**config.mk**
```make
export PLATFORM = sky130hd
export DESIGN_NAME = geb_interval
export DESIGN_NICKNAME = d
export VERILOG_FILES = /design/src/design/geb_pkg.sv /design/src/design/geb_interval.sv
export SDC_FILE = /design/constraint.sdc
export NUM_CORES = 1
export LEC_CHECK = 0
export BUFFER_PORTS_ARGS = -buffer_cell sky130_fd_sc_hd__clkbuf_2
export CORE_ASPECT_RATIO = 2
export CORE_MARGIN = 5
export CORE_UTILIZATION = 46
export CTS_CLUSTER_SIZE = 30
export DETAILED_ROUTE_END_ITERATION = 16
export PLACE_DENSITY = 0.66
export REMOVE_ABC_BUFFERS = 1
export SYNTH_ARGS = -nofsm -noshare
export SYNTH_HDL_FRONTEND = slang
export SYNTH_SLANG_ARGS = --single-unit
export TNS_END_PERCENT = 10
```
**constraint.sdc**
```tcl
create_clock -name clock -period 10.01 [get_ports clock]
set_input_delay 0.5005 -clock clock [delete_from_list [all_inputs] [get_ports clock]]
set_output_delay 0.5005 -clock clock [all_outputs]
set_load 0.005 [all_outputs]
```
**src/design/geb_pkg.sv**
```systemverilog
`timescale 1ns / 1ps
// ----------------------------------------------------------------------------
// Gershgorin bounds package
// Field widths, data types and the sweep control bundle shared by the block.
// ----------------------------------------------------------------------------
package geb_pkg;

   localparam int IDX_W      = 8;
   localparam int CFG_W      = 9;
   localparam int CSR_DATA_W = 16;
   localparam int CENTRE_W   = 32;
   localparam int MAG_W      = 32;
   localparam int RADIUS_W   = 47;
   localparam int BOUND_W    = 48;
   localparam int REQ_DATA_W = 2 * IDX_W + CENTRE_W;
   localparam int RSP_DATA_W = 2 * BOUND_W;

   localparam logic [RADIUS_W-1:0] RADIUS_MAX = {RADIUS_W{1'b1}};

   typedef logic signed [CENTRE_W-1:0] centre_type;
   typedef logic [RADIUS_W-1:0]        radius_type;
   typedef logic signed [BOUND_W-1:0]  bound_type;

   // one row of centre/radius read data is on the data stage
   typedef struct packed {
      logic valid;
      logic first;
   } sweep_type;

endpackage

```
**src/design/geb_interval.sv**
```systemverilog
`timescale 1ns / 1ps
// ----------------------------------------------------------------------------
// Gershgorin interval accumulator
// Forms centre-radius and centre+radius per row, saturates them to 48 bits
// and keeps the running minimum and maximum over one sweep.
// ----------------------------------------------------------------------------
module geb_interval (
   input  logic                clock,
   input  logic                reset,
   input  geb_pkg::sweep_type  sweep,
   input  geb_pkg::centre_type centre,
   input  geb_pkg::radius_type radius,
   output geb_pkg::bound_type  lower_bound,
   output geb_pkg::bound_type  upper_bound
);
   import geb_pkg::*;

   localparam int SUM_W = BOUND_W + 1;
   localparam logic [BOUND_W-1:0] BOUND_MIN = {1'b1, {(BOUND_W-1){1'b0}}};
   localparam logic [BOUND_W-1:0] BOUND_MAX = {1'b0, {(BOUND_W-1){1'b1}}};

   logic signed [SUM_W-1:0] centre_ext;
   logic signed [SUM_W-1:0] radius_ext;
   logic signed [SUM_W-1:0] diff;
   logic signed [SUM_W-1:0] total;
   bound_type               lo_sat;
   bound_type               hi_sat;
   bound_type               low_ff;
   bound_type               low_in;
   bound_type               high_ff;
   bound_type               high_in;

   function automatic bound_type sat_bound(input logic signed [SUM_W-1:0] v);
      bound_type r;
      if (v[SUM_W-1] != v[SUM_W-2]) begin
         r = v[SUM_W-1] ? BOUND_MIN : BOUND_MAX;
      end else begin
         r = v[BOUND_W-1:0];
      end
      return r;
   endfunction

   assign centre_ext = {{(SUM_W-CENTRE_W){centre[CENTRE_W-1]}}, centre};
   assign radius_ext = {{(SUM_W-RADIUS_W){1'b0}}, radius};
   assign diff       = centre_ext - radius_ext;
   assign total      = centre_ext + radius_ext;
   assign lo_sat     = sat_bound(diff);
   assign hi_sat     = sat_bound(total);

   always_comb begin
      low_in  = low_ff;
      high_in = high_ff;
      if (sweep.valid) begin
         if (sweep.first || lo_sat < low_ff) begin
            low_in = lo_sat;
         end
         if (sweep.first || hi_sat > high_ff) begin
            high_in = hi_sat;
         end
      end
   end

   always_ff @(posedge clock) begin
      if (reset) begin
         low_ff  <= '0;
         high_ff <= '0;
      end else begin
         low_ff  <= low_in;
         high_ff <= high_in;
      end
   end

   assign lower_bound = low_ff;
   assign upper_bound = high_ff;

endmodule

```
* Word level (Yosys, flattened, before mapping)
Cells that the tools add are included.
** Storage, ports and cells
- Register bits after elaboration :: 96
- Bits of input ports :: 83
- Output and inout port bits :: 96
- Word-level logic and storage cells :: 16
** Operators by class
- Add/subtract/negate cells :: 2
- Order comparisons :: 2
- Equality and inequality tests :: 2
- Muxes and demuxes :: 4
- Reductions and logical operators :: 4
** Operator list (count)
- $mux W48 :: 4
- $add A32 B48 Y49 :: 1
- $sub A32 B48 Y49 :: 1
- $gt A48 B48 Y1 :: 1
- $lt A48 B48 Y1 :: 1
- $reduce_and A2 Y1 :: 2
- $logic_or A1 B1 Y1 :: 2
- $ne A1 B1 Y1 :: 2

* Logic depth before layout (Yosys ltp)
- Depth after elaboration :: 6
- Depth in mapped cells :: 29
- Gate-level depth less buffers :: 25

* Least setup slack after synthesis
No wires, ideal clock.
- Kind :: input -> register
- Start :: in centre[0]
- End :: reg low_ff[46] (netlist: lower_bound[46])
- Library setup time :: 0.128 ns
- Arrival :: 6.117 ns
- Data required time :: 9.882 ns
- Path slack :: 3.765 ns
- Stages :: 27
- Buffers on the path :: 2
- Cell sequence :: inv_1 > ha_1 > inv_1 > fa_1 > nand3_1 > a21oi_1 > o41ai_1 > a211oi_2 > a211oi_1 > o31a_1 > nor2_1 > nor2_1 > clkbuf_1 > o21ai_0 > ha_1 > a21o_1 > a21o_1 > a211oi_1 > o21ai_0 > o2bb2ai_1 > nor4bb_1 > nor4b_1 > a311oi_2 > a211oi_4 > buf_4 > mux2i_1 > nor2_1
** Between the ends
- Cells in the longest elaborated chain, start to end :: 6
- Elaborated cells on any way between the ends :: 7
- Classes of those cells :: 1 x add/sub; 1 x order compare; 1 x eq/ne; 2 x mux; 2 x reduce/logical
** RTL lines
- start: declaration :: line geb_interval.sv:11 : input geb_pkg::centre_type centre,
- $sub A32 B48 Y49 (*) :: line geb_interval.sv:45 : assign diff = centre_ext - radius_ext;
- $mux W48 / $ne A1 B1 Y1 (equally long branches) :: line geb_interval.sv:36, geb_interval.sv:35
- $mux W48 (*) :: line geb_interval.sv:35 : if (v[SUM_W-1] != v[SUM_W-2]) begin
- named net lo_sat[33] :: line geb_interval.sv:26 : bound_type lo_sat;
- $lt A48 B48 Y1 (*) :: line geb_interval.sv:54 : if (sweep.first || lo_sat < low_ff) begin
- $logic_or A1 B1 Y1 (*) :: line geb_interval.sv:54
- $reduce_and A2 Y1 (no line) (*)
- end signal: assignment :: line geb_interval.sv:68 : low_ff <= low_in;
- end: declaration :: line geb_interval.sv:28 : bound_type low_ff;
Mark *: on every way through the listed nets, which the timed path passes. The rest lies on a longest branch.
A chain may end at the register's enable or synchronous reset.

* Worst setup path after layout
- Start :: in centre[0]
- End :: reg low_ff[28] (netlist: lower_bound[28])
The elaborated chain is that of the path after synthesis.

==> impl_metrics.env <==
export IMPL_status="complete, no violations"
export IMPL_grt_max_degree=43
export IMPL_final_cell_mix="inv_1 (210), ha_1 (190), clkbuf_2 (178)"
export IMPL_ff_latch_area_mm2=0.00192
export IMPL_whs_ns=0.502
export IMPL_final_common_cell="inv_1"
export IMPL_vias=12905
export IMPL_dieWidth_um=125
export IMPL_viasPerCell=6.00
export IMPL_grt_pass1_wl_mm=66.5
export IMPL_slew_viol_final=0
export IMPL_hold_viol=0
export IMPL_synthMuxAreaShare=0.0261
export IMPL_finClkSkew_ns=0.0113
export IMPL_postSynthCellCount=1687
export IMPL_gr_usage_all_layers=0.276
export IMPL_clk_path_buf_depth=2
export IMPL_multi_input_area_mm2=0.00917
export IMPL_firstDrtPassIters=6
export IMPL_drc=0
export IMPL_synth_top_family_by_area="compound AO/OA/AOI/OAI gates"
export IMPL_ctsHoldBuffers=0
export IMPL_period_needed_ns=7.88
export IMPL_critPathKind="in2reg"
export IMPL_io_pins=179
export IMPL_cts_buffers=9
export IMPL_gp_congestion=1.01
export IMPL_path_delay_family="compound AO/OA/AOI/OAI gates"
export IMPL_avgRoutedWirePerCell_um=20.1
export IMPL_place_hpwl_mm=35.8
export IMPL_antenna_left=0
export IMPL_ys_seq_elements=96
export IMPL_tritoncts="yes"
export IMPL_slowest_delay_ns=0.82
export IMPL_yosysSeqAreaShare=0.157
export IMPL_max_cap_viol_count=0
export IMPL_antenna_found_initial=0
export IMPL_cts_num_sinks=96
export IMPL_htree_levels=3
export IMPL_drive_gt1_frac=0.126
export IMPL_drt_iter0_drc=815
export IMPL_cp_start_kind="primary input"
export IMPL_synth_enable_flop_cells=0
export IMPL_cts_resized_gates=0
export IMPL_period_share=0.787
export IMPL_hold_class="reg2reg"
export IMPL_async_flop_share=0
export IMPL_first_global_vias=12964
export IMPL_rsz0062_at_grt="false"
export IMPL_cp_buffers_inverters=5
export IMPL_leakage_nw=6.26
export IMPL_synth_compound_area_share=0.279
export IMPL_final_setup_tns_ns=0
export IMPL_routed_wl_mm=43.2
export IMPL_die_h_um=241
export IMPL_slowest_stage="nor2_2"
export IMPL_grt_overflow_total=0
export IMPL_synth_cell_type_count=80
export IMPL_avgSynthCellArea_um2=7.27
export IMPL_synth_simple_area_share=0.174
export IMPL_layout_nets=2077
export IMPL_synth_area_mm2=0.0123
export IMPL_max_vdd_ir_drop_mv=0.0810
export IMPL_cp_end_kind="register"
export IMPL_diodes=0
export IMPL_synth_xor_area_share=0.0535
export IMPL_worst_slew_pin_slew_ns=1.04
export IMPL_area_growth_pct=11.0
export IMPL_clock_tree_root_cell="clkbuf_16"
export IMPL_yosysWarnings=0
export IMPL_p_total_mw=2.11
export IMPL_io_buffers=178
export IMPL_crit_fanout=42
export IMPL_synth_ff_type="dfxtp_1"
export IMPL_clk_pin_slew_ns=0.07
export IMPL_critPathArrivalTime_ns=8.12
export IMPL_cp_data_required_time_ns=10.25
export IMPL_initial_core_util=0.467
export IMPL_power_density_mw_per_mm2=155
export IMPL_postCtsSetupBuffers=0
export IMPL_fillers=2747
export IMPL_clk_insertion_delay_late_ns=0.37
export IMPL_rows=84
export IMPL_setup_viol_count_final=0
export IMPL_core_mm2=0.0263
export IMPL_slew_headroom=0.308
export IMPL_synth_adder_area_share=0.213
export IMPL_max_freq_mhz=127
export IMPL_dieArea_mm2=0.0302
final cells by class:
cell class / count / share of cell area
clock buffers: 12 / 0.0181
clock inverters: 4 / 0.00395
inverters: 214 / 0.0590
multi-input cells: 1290 / 0.674
flip-flops and latches: 96 / 0.141
well taps: 344 / 0.0316
repair buffers: 191 / 0.0726
cells by family after synthesis:
group / after synthesis
compound gates: 530
simple gates: 441
buf+inv: 301
fa+ha+maj: 212
flops: 96
xor+xnor: 75
mux: 32
metrics by stage:
stage | area [µm²] | utilization | setup slack, ns | std cells
2_1_floorplan | 11900 | - | 1.64 | 1600
3_3_place_gp | 13300 | 0.507 | 1.94 | 2135
3_5_place_dp | 13300 | 0.507 | 1.81 | 2135
4_1_cts | 13600 | 0.518 | 2.18 | 2151
5_1_grt | 13600 | 0.518 | 1.35 | 2151
6_report | 13600 | 0.518 | 2.13 | 2151
cells in the mapped netlist (28+ instances only):
cell / count / area share
nor3_1: 35 / 0.014
o21ai_0: 115 / 0.047
a21oi_1: 166 / 0.068
ha_1: 190 / 0.19
mux2i_1: 32 / 0.026
a21o_1: 38 / 0.023
o31ai_1: 30 / 0.018
nand3_1: 47 / 0.019
nor2_1: 126 / 0.039
xnor2_1: 63 / 0.045
nand2_1: 110 / 0.034
inv_1: 210 / 0.064
nand4_1: 28 / 0.014
clkbuf_1: 61 / 0.019
dfxtp_1: 96 / 0.16
path summary, 6_finish.rpt:
| kind | from | endpoint | slack (ns) | cells past startpoint |
|---|---|---|---|---|
| min reg2reg | lower_bound[29]$_SDFFE_PP0P_ | lower_bound[29]$_SDFFE_PP0P_ | 0.50 | 2 |
| max reg2reg | upper_bound[47]$_SDFFE_PP0P_ | upper_bound[32]$_SDFFE_PP0P_ | 6.03 | 15 |
| max | centre[0] | lower_bound[28]$_SDFFE_PP0P_ | 2.13 | 28 |
| min | lower_bound[29]$_SDFFE_PP0P_ | lower_bound[29]$_SDFFE_PP0P_ | 0.50 | 2 |
per-layer routing:
metal  track usage  vias to the layer above  routed length [µm]
met4         0.174                        0                2910
met3        0.0299                      142                1770
met5             0                        -                   0
li1              -                     6231                   -
met1         0.265                     6088               15000
met2         0.547                      444               23500
state kept, by name (all words and copies together), names as in the netlist:
| register | count |
|---|---|
| lower_bound | 48 |
| upper_bound | 48 |
report_power, final:
part	total (mW)	switching, mW	internal, mW
clock network	0.369	0.167	0.202
logic	1.23	0.733	0.498
registers	0.513	0.0595	0.454
worst register-to-register path: cells and delay by family, from the launching register on:
kind | cells | cell delay [ns]
and+or+nand+nor | 9 | 2.19
buffers and inverters | 3 | 0.66
DFF | 1 | 0.40
adders and majority gates | 1 | 0.39
AOI/OAI and AO/OA | 2 | 0.27
Note: power is estimated with default switching activity, not from simulation.
